===== config.mk =====
export PLATFORM = sky130hd
export DESIGN_NAME = cube_map_face_select_unit
export DESIGN_NICKNAME = d
export VERILOG_FILES = /design/src/hdl/cmfs_pkg.sv /design/src/hdl/cmfs_div_pipe.sv /design/src/hdl/cube_map_face_select_unit.sv
export VERILOG_INCLUDE_DIRS = /design/src /design/src/hdl
export SDC_FILE = /design/constraint.sdc
export NUM_CORES = 2
export LEC_CHECK = 0
export ABC_AREA = 0
export BUFFER_PORTS_ARGS = -buffer_cell sky130_fd_sc_hd__buf_2
export CAP_MARGIN = 20
export CORE_MARGIN = 2
export CORE_UTILIZATION = 35
export CTS_CLUSTER_DIAMETER = 150
export DETAILED_ROUTE_END_ITERATION = 10
export PLACE_DENSITY = 0.51
export SETUP_SLACK_MARGIN = 0.05
export SLEW_MARGIN = 20
export SYNTH_ARGS = -nofsm -noshare
export SYNTH_HDL_FRONTEND = slang
export SYNTH_SLANG_ARGS = --single-unit

===== constraint.sdc =====
create_clock -name clk -period 3.5 [get_ports clk]
set_clock_uncertainty 0.2 [all_clocks]
set_input_delay 0.7 -clock clk [delete_from_list [all_inputs] [get_ports clk]]
set_output_delay 0.7 -clock clk [all_outputs]
set_load 0.1 [all_outputs]

===== src/hdl/cube_map_face_select_unit_defines.svh =====
// Assertion helpers for the cube map face select block.
`ifndef CUBE_MAP_FACE_SELECT_UNIT_DEFINES_SVH
`define CUBE_MAP_FACE_SELECT_UNIT_DEFINES_SVH

// Same-cycle implication, sampled on clk, off during reset.
`define CMFS_ASSERT_IMPL(label, ante, cons, msg) \
    label: assert property (@(posedge clk) disable iff (!rst_n) (ante) |-> (cons)) \
        else $error(msg);

// Delayed check: cons must hold the stated number of cycles after ante.
`define CMFS_ASSERT_DELAY(label, ante, dly, cons, msg) \
    label: assert property (@(posedge clk) disable iff (!rst_n) (ante) |-> ##(dly) (cons)) \
        else $error(msg);

`endif


===== src/hdl/cmfs_pkg.sv =====
`timescale 1ns / 1ps
package cmfs_pkg;

    // Field widths
    localparam int COMPONENT_BITS = 16;
    localparam int UV_BITS        = 16;

    // Cycles from accepted start to done
    localparam int PIPE_LAT = UV_BITS + 3;

    typedef logic signed [COMPONENT_BITS-1:0] comp_t;
    typedef logic [COMPONENT_BITS-1:0]        mag_t;
    typedef logic signed [COMPONENT_BITS:0]   minor_t;
    typedef logic [COMPONENT_BITS:0]          num_t;
    typedef logic [UV_BITS-1:0]               uv_t;
    typedef logic [2:0]                       face_t;

    // Per-beat flags carried along the divider
    typedef struct packed {
        logic sat;
        logic zero;
    } div_ctrl_t;

    // Face codes
    localparam face_t FACE_PX = 3'd0;
    localparam face_t FACE_NX = 3'd1;
    localparam face_t FACE_PY = 3'd2;
    localparam face_t FACE_NY = 3'd3;
    localparam face_t FACE_PZ = 3'd4;
    localparam face_t FACE_NZ = 3'd5;

    // Coordinate for a zero vector and the saturated coordinate
    localparam uv_t UV_HALF = uv_t'(1) << (UV_BITS - 1);
    localparam uv_t UV_MAX  = '1;

endpackage


===== src/hdl/cmfs_div_pipe.sv =====
`timescale 1ns / 1ps
`default_nettype none
// Restoring fraction divider, one quotient bit per stage: quo = num * 2^UV / den.
module cmfs_div_pipe (
    input  wire logic              clk,
    input  wire cmfs_pkg::num_t    num,
    input  wire cmfs_pkg::num_t    den,
    input  wire cmfs_pkg::div_ctrl_t ctrl,
    output cmfs_pkg::uv_t          quo
);
    import cmfs_pkg::*;

    num_t      r_reg    [0:UV_BITS-1];
    num_t      d_reg    [0:UV_BITS-1];
    uv_t       q_reg    [0:UV_BITS-1];
    div_ctrl_t ctrl_reg [0:UV_BITS-1];
    uv_t       quo_reg;

    // Stage 0 loads the operands
    always_ff @(posedge clk)
    begin
        r_reg[0]    <= num;
        d_reg[0]    <= den;
        q_reg[0]    <= '0;
        ctrl_reg[0] <= ctrl;
    end

    for (genvar i = 0; i < UV_BITS; i++)
    begin : g_step
        logic [COMPONENT_BITS+1:0] r2;
        logic [COMPONENT_BITS+1:0] diff;
        logic                      ge;
        uv_t                       q_next;

        // Shift remainder, trial subtract, one quotient bit
        always_comb
        begin
            r2     = {r_reg[i], 1'b0};
            diff   = r2 - {1'b0, d_reg[i]};
            ge     = (r2 >= {1'b0, d_reg[i]});
            q_next = {q_reg[i][UV_BITS-2:0], ge};
        end

        if (i < UV_BITS - 1)
        begin : g_mid
            // Remainder only travels on to a following stage
            always_ff @(posedge clk)
            begin
                r_reg[i+1]    <= ge ? diff[COMPONENT_BITS:0] : r2[COMPONENT_BITS:0];
                d_reg[i+1]    <= d_reg[i];
                q_reg[i+1]    <= q_next;
                ctrl_reg[i+1] <= ctrl_reg[i];
            end
        end
        else
        begin : g_last
            // Zero vector and minor == major override the quotient
            always_ff @(posedge clk)
            begin
                priority if (ctrl_reg[i].zero)
                    quo_reg <= UV_HALF;
                else if (ctrl_reg[i].sat)
                    quo_reg <= UV_MAX;
                else
                    quo_reg <= q_next;
            end
        end
    end

    assign quo = quo_reg;

endmodule
`default_nettype wire


===== src/hdl/cube_map_face_select_unit.sv =====
`timescale 1ns / 1ps
`default_nettype none
// done rises once the start beat has passed stage 1, stage 2 and the divider stages to the output register.
// Throughput: one beat per cycle, busy is never raised; each beat gives one result.
// The divider resolves one quotient bit per stage, which sets the latency.
// Reset (rst_n low, async) clears all valid bits and done; no beat is in flight after it.
module cube_map_face_select_unit (
    input  wire logic            clk,
    input  wire logic            rst_n,
    input  wire logic            start,
    output logic                 busy,
    input  wire cmfs_pkg::comp_t dir_x,
    input  wire cmfs_pkg::comp_t dir_y,
    input  wire cmfs_pkg::comp_t dir_z,
    output logic                 done,
    output cmfs_pkg::face_t      face,
    output cmfs_pkg::uv_t        tex_u,
    output cmfs_pkg::uv_t        tex_v,
    output logic                 zero_dir
);
    import cmfs_pkg::*;

    `include "cube_map_face_select_unit_defines.svh"

    // Stage 1: components and magnitudes
    logic  s1_vld_reg;
    comp_t x_reg, y_reg, z_reg;
    mag_t  ax_reg, ay_reg, az_reg;
    mag_t  ax_next, ay_next, az_next;

    assign ax_next = dir_x[COMPONENT_BITS-1] ? mag_t'(-dir_x) : mag_t'(dir_x);
    assign ay_next = dir_y[COMPONENT_BITS-1] ? mag_t'(-dir_y) : mag_t'(dir_y);
    assign az_next = dir_z[COMPONENT_BITS-1] ? mag_t'(-dir_z) : mag_t'(dir_z);

    always_ff @(posedge clk or negedge rst_n)
    begin
        if (!rst_n)
            s1_vld_reg <= 1'b0;
        else
            s1_vld_reg <= start;
    end

    always_ff @(posedge clk)
    begin
        x_reg  <= dir_x;
        y_reg  <= dir_y;
        z_reg  <= dir_z;
        ax_reg <= ax_next;
        ay_reg <= ay_next;
        az_reg <= az_next;
    end

    // Stage 2: major axis, face, mirrored minors
    logic   s2_vld_reg;
    face_t  face2_reg, face2_next;
    mag_t   k_reg, k_next;
    minor_t a_reg, a_next, b_reg, b_next;
    logic   zero2_reg, zero2_next;
    minor_t xw, yw, zw;

    always_comb
    begin
        xw = {x_reg[COMPONENT_BITS-1], x_reg};
        yw = {y_reg[COMPONENT_BITS-1], y_reg};
        zw = {z_reg[COMPONENT_BITS-1], z_reg};
        zero2_next = (ax_reg == '0) && (ay_reg == '0) && (az_reg == '0);
        // Strict compares: ties go to y, then z
        priority if ((ax_reg > ay_reg) && (ax_reg > az_reg))
        begin
            k_next = ax_reg;
            b_next = yw;
            if (!x_reg[COMPONENT_BITS-1] && (x_reg != '0))
            begin
                face2_next = FACE_PX;
                a_next     = -zw;
            end
            else
            begin
                face2_next = FACE_NX;
                a_next     = zw;
            end
        end
        else if (ay_reg > az_reg)
        begin
            k_next = ay_reg;
            a_next = xw;
            if (!y_reg[COMPONENT_BITS-1] && (y_reg != '0))
            begin
                face2_next = FACE_PY;
                b_next     = -zw;
            end
            else
            begin
                face2_next = FACE_NY;
                b_next     = zw;
            end
        end
        else
        begin
            k_next = az_reg;
            b_next = yw;
            if (!z_reg[COMPONENT_BITS-1] && (z_reg != '0))
            begin
                face2_next = FACE_PZ;
                a_next     = xw;
            end
            else
            begin
                face2_next = FACE_NZ;
                a_next     = -xw;
            end
        end
    end

    always_ff @(posedge clk or negedge rst_n)
    begin
        if (!rst_n)
            s2_vld_reg <= 1'b0;
        else
            s2_vld_reg <= s1_vld_reg;
    end

    always_ff @(posedge clk)
    begin
        face2_reg <= face2_next;
        k_reg     <= k_next;
        a_reg     <= a_next;
        b_reg     <= b_next;
        zero2_reg <= zero2_next;
    end

    // Divider operands: num = minor + k in [0, 2k], den = 2k
    logic signed [COMPONENT_BITS+1:0] nu_w, nv_w;
    num_t      nu, nv, den;
    div_ctrl_t ctrl_u, ctrl_v;

    always_comb
    begin
        nu_w        = {a_reg[COMPONENT_BITS], a_reg} + {2'b00, k_reg};
        nv_w        = {b_reg[COMPONENT_BITS], b_reg} + {2'b00, k_reg};
        nu          = nu_w[COMPONENT_BITS:0];
        nv          = nv_w[COMPONENT_BITS:0];
        den         = {k_reg, 1'b0};
        ctrl_u.sat  = (nu == den);
        ctrl_u.zero = zero2_reg;
        ctrl_v.sat  = (nv == den);
        ctrl_v.zero = zero2_reg;
    end

    cmfs_div_pipe u_div_u (
        .clk  (clk),
        .num  (nu),
        .den  (den),
        .ctrl (ctrl_u),
        .quo  (tex_u)
    );

    cmfs_div_pipe u_div_v (
        .clk  (clk),
        .num  (nv),
        .den  (den),
        .ctrl (ctrl_v),
        .quo  (tex_v)
    );

    // Sideband line alongside the divider stages
    logic  vld_pipe_reg  [0:UV_BITS-1];
    face_t face_pipe_reg [0:UV_BITS-1];
    logic  zero_pipe_reg [0:UV_BITS-1];
    logic  done_reg;
    face_t face_reg;
    logic  zero_reg;

    always_ff @(posedge clk or negedge rst_n)
    begin
        if (!rst_n)
        begin
            for (int i = 0; i < UV_BITS; i++)
                vld_pipe_reg[i] <= 1'b0;
            done_reg <= 1'b0;
        end
        else
        begin
            vld_pipe_reg[0] <= s2_vld_reg;
            for (int i = 1; i < UV_BITS; i++)
                vld_pipe_reg[i] <= vld_pipe_reg[i-1];
            done_reg <= vld_pipe_reg[UV_BITS-1];
        end
    end

    always_ff @(posedge clk)
    begin
        face_pipe_reg[0] <= face2_reg;
        zero_pipe_reg[0] <= zero2_reg;
        for (int i = 1; i < UV_BITS; i++)
        begin
            face_pipe_reg[i] <= face_pipe_reg[i-1];
            zero_pipe_reg[i] <= zero_pipe_reg[i-1];
        end
        face_reg <= face_pipe_reg[UV_BITS-1];
        zero_reg <= zero_pipe_reg[UV_BITS-1];
    end

    assign busy     = 1'b0;
    assign done     = done_reg;
    assign face     = face_reg;
    assign zero_dir = zero_reg;

    // Checks
    `CMFS_ASSERT_DELAY(a_latency, start, PIPE_LAT, done, "result missing after start")
    `CMFS_ASSERT_IMPL(a_face_range, done, face <= FACE_NZ, "face code out of range")
    `CMFS_ASSERT_IMPL(a_zero_result, done && zero_dir,
        (face == FACE_NZ) && (tex_u == UV_HALF) && (tex_v == UV_HALF),
        "zero vector result wrong")

endmodule
`default_nettype wire


==> impl_metrics.json <==
{
  "ant_nets": 0,
  "timing.final.hold_violations": 0,
  "cts-root-buf": "sky130_fd_sc_hd__clkbuf_16",
  "critPathArrivalTime_ps": 3870,
  "netlist_area_um2": 60300,
  "globalRouteMet1Util_pct": 25.6,
  "port_buffers": 87,
  "grt_antenna_before_repair": 4,
  "path_delay_family": "simple AND/OR/NAND/NOR gates",
  "crit_path_end_kind": "flip-flop",
  "die_x_um": 419,
  "layoutNonFillerInstCount": 8821,
  "critical_path_cell_list": "inv_2 > ha_4 > nand2_2 > or3_4 > or3_4 > nand3b_1 > ha_2 > or4_4 > o22a_4 > buf_12 > or3_4 > a31oi_4",
  "clk_latency_ps": 790,
  "drt_pass1_iterations": 5,
  "die_height_um": 419,
  "nFillCells": 16800,
  "synthCells": 6067,
  "final_wtd_congestion": 0.851,
  "met2_track_demand_over_resource_in_global_routing_pct": 28.8,
  "detail_route.iter0.violations": 2803,
  "min-delay-path-class": "flip-flop to flip-flop",
  "io_pins": 89,
  "share_of_the_cycle_needed_by_the_critical_path_after_routing_pct": 96.1,
  "clkSlewWorstSetupHoldPaths_ps": 60,
  "slew_headroom_pct": 43.8,
  "post_synth_num_cell_types": 89,
  "post-route-worst-setup-slack_ps": 136,
  "drt_wl_total_mm": 163,
  "grt_pass1_wl_mm": 248,
  "globalRoute.busiestLayer": "met2",
  "crit_path_start_kind": "flip-flop",
  "post-route-min-period_ps": 3360,
  "maximum_number_of_pins_on_one_net_before_global_route_repair": 34,
  "gr-usage-met3_pct": 2.97,
  "tritoncts_clock_tree": "done",
  "synthesis.yosys.warnings": 0,
  "synth_top_flop_cell": "sky130_fd_sc_hd__dfxtp_1",
  "maxClockFrequency_ghz": 0.297,
  "slew_violations": 0,
  "first_global_vias": 42900,
  "clkSinkCount": 1308,
  "coreArea_um2": 171000,
  "worst-path-max-fanout": 6,
  "dpl.cell_count": 8496,
  "cts_htree_levels": 4,
  "max_slew.worst_pin.slew_ps": 837,
  "groute.usage.overall_pct": 18.3,
  "setup_repair_after_global_routing_missed_its_margin": "no",
  "route.detailed.vias_per_inst": 4.98,
  "most-common-layout-cells": "sky130_fd_sc_hd__dfxtp_1 (1,286), sky130_fd_sc_hd__ha_1 (595), sky130_fd_sc_hd__inv_1 (409), sky130_fd_sc_hd__nand2_1 (376), sky130_fd_sc_hd__nor2_1 (358)",
  "floorplan.die_area_um2": 176000,
  "layout-drive-gt1-share_pct": 12.7,
  "status": "finished, final reports clean",
  "hold_ws_ps": 116,
  "floorplan.rows": 152,
  "setup_violations": 0,
  "placement.setup.worst_slack_ps": 12.4,
  "critical_path.n_buffers_inverters": 2,
  "synth_fp_nets": 6747,
  "clock_tree.buffer_depth": 3,
  "wire_per_inst_um": 18.5,
  "gr-total-overflow": 0,
  "routed-via-count": 43900,
  "remaining_drc_errors": 0,
  "final_nets": 7070,
  "post_synth.cell_area_avg_um2": 9.93,
  "synth_enable_flop_cells": 0,
  "detailed_place_hpwl_mm": 129,
  "cts-buffers-inserted": 148,
  "mostFrequentLayoutCell": "sky130_fd_sc_hd__dfxtp_1",
  "timing.setup.tns_ps": 0,
  "worst_path_max_delay_cell": "sky130_fd_sc_hd__or4_4",
  "synth-async-reset-ratio_pct": 1.45,
  "synth_sequential_area_ratio_pct": 43.6,
  "layout_overhead_on_the_synthesized_area_pct": 16.4,
  "cp.required_ps": 4000,
  "path_common_cell": "sky130_fd_sc_hd__or3_4",
  "ys_ff_latch": 1308,
  "maxCapViolCount": 0,
  "critical_path_class": "flip-flop to flip-flop",
  "max_stage_delay_ps": 510,
  "effective_utilization_at_floorplan_pct": 35.2
}
[final timing paths]
check / from / to / slack [ps] / cells past startpoint
min in group asynchronous: rst_n / s1_vld_reg / 180 / 2
setup / recovery: z_reg[1] / a_reg[11] / 140 / 12
max in group asynchronous: rst_n / vld_pipe_reg[0] / 2630 / 2
setup reg to reg: z_reg[1] / a_reg[11] / 140 / 12
hold reg to reg: u_div_u.q_reg[1][102] / u_div_u.q_reg[1][119] / 120 / 0
hold / removal: u_div_u.q_reg[1][102] / u_div_u.q_reg[1][119] / 120 / 0
[cell usage after synthesis (35+ instances only)]
cell,instances,area [µm²]
sky130_fd_sc_hd__or2_2,39,244
sky130_fd_sc_hd__a211oi_1,50,375
sky130_fd_sc_hd__xnor2_1,337,2950
sky130_fd_sc_hd__nand3_1,95,475
sky130_fd_sc_hd__inv_1,411,1540
sky130_fd_sc_hd__nor2b_1,80,500
sky130_fd_sc_hd__a21oi_1,316,1580
sky130_fd_sc_hd__nor2_1,360,1350
sky130_fd_sc_hd__mux2i_1,43,430
sky130_fd_sc_hd__or3_1,75,469
sky130_fd_sc_hd__nand2b_1,88,551
sky130_fd_sc_hd__a21o_1,258,1940
sky130_fd_sc_hd__clkbuf_1,59,221
sky130_fd_sc_hd__o31ai_1,38,285
sky130_fd_sc_hd__nor3_1,134,671
sky130_fd_sc_hd__o21ai_0,295,1480
sky130_fd_sc_hd__a31oi_1,87,544
sky130_fd_sc_hd__nand2_1,377,1420
sky130_fd_sc_hd__dfxtp_1,1289,25800
sky130_fd_sc_hd__nor4_1,35,219
sky130_fd_sc_hd__o21bai_1,41,308
sky130_fd_sc_hd__ha_1,597,7470
sky130_fd_sc_hd__xor2_1,135,1180
sky130_fd_sc_hd__o21a_1,47,353
sky130_fd_sc_hd__nand4_1,88,551
sky130_fd_sc_hd__mux2_2,193,2170
[cell type report]
| class | instances | area (µm²) | share of cell area (%) |
|---|---|---|---|
| clock inverter | 73 | 996 | 1.42 |
| antenna | 1 | 2.50 | 0.00357 |
| clock buffer | 197 | 4210 | 6.01 |
| multi-input combinational | 4232 | 32000 | 45.7 |
| inverter | 415 | 1560 | 2.22 |
| sequential | 1308 | 26300 | 37.5 |
| timing repair buffer | 285 | 2180 | 3.11 |
| tap | 2310 | 2890 | 4.12 |
[per-layer routing]
layer	routed length, µm	part of all wire, %
met1	79600	49
met2	71900	44
met3	7510	4.6
met4	3680	2.3
met5	0	0
[repair_timing]
item | 4_1_cts | 5_1_grt
gates cloned | 0 | 2
endpoints found under the hold margin | 108 | 0
gates resized for setup | 1 | 37
setup endpoints to repair | 15 | 88
setup buffers | 0 | 2
hold buffers | 50 | 0
pin swaps | 1 | 7
[through the flow]
| stage | area (µm²) | util, % |
|---|---|---|
| after floorplan | 60300 | - |
| after global placement | 64200 | 37.5 |
| after detailed placement | 64200 | 37.5 |
| after CTS | 70000 | 40.8 |
| after global routing | 70200 | 41.0 |
| final | 70200 | 41.0 |
[logic make-up after synthesis]
kind of cell | Yosys count | share of synthesized area (%)
flops | 1308 | 43.6
compound gates | 1366 | 15.1
xor+xnor | 479 | 7.12
buf+inv | 527 | 3.47
fa+ha+maj | 629 | 13.5
other cells | 1 | 0.00622
simple gates | 1492 | 12.2
mux | 265 | 5.00
Power is not shown: default switching activity piles up to over one toggle a cycle in this logic, so the estimate is an artifact.
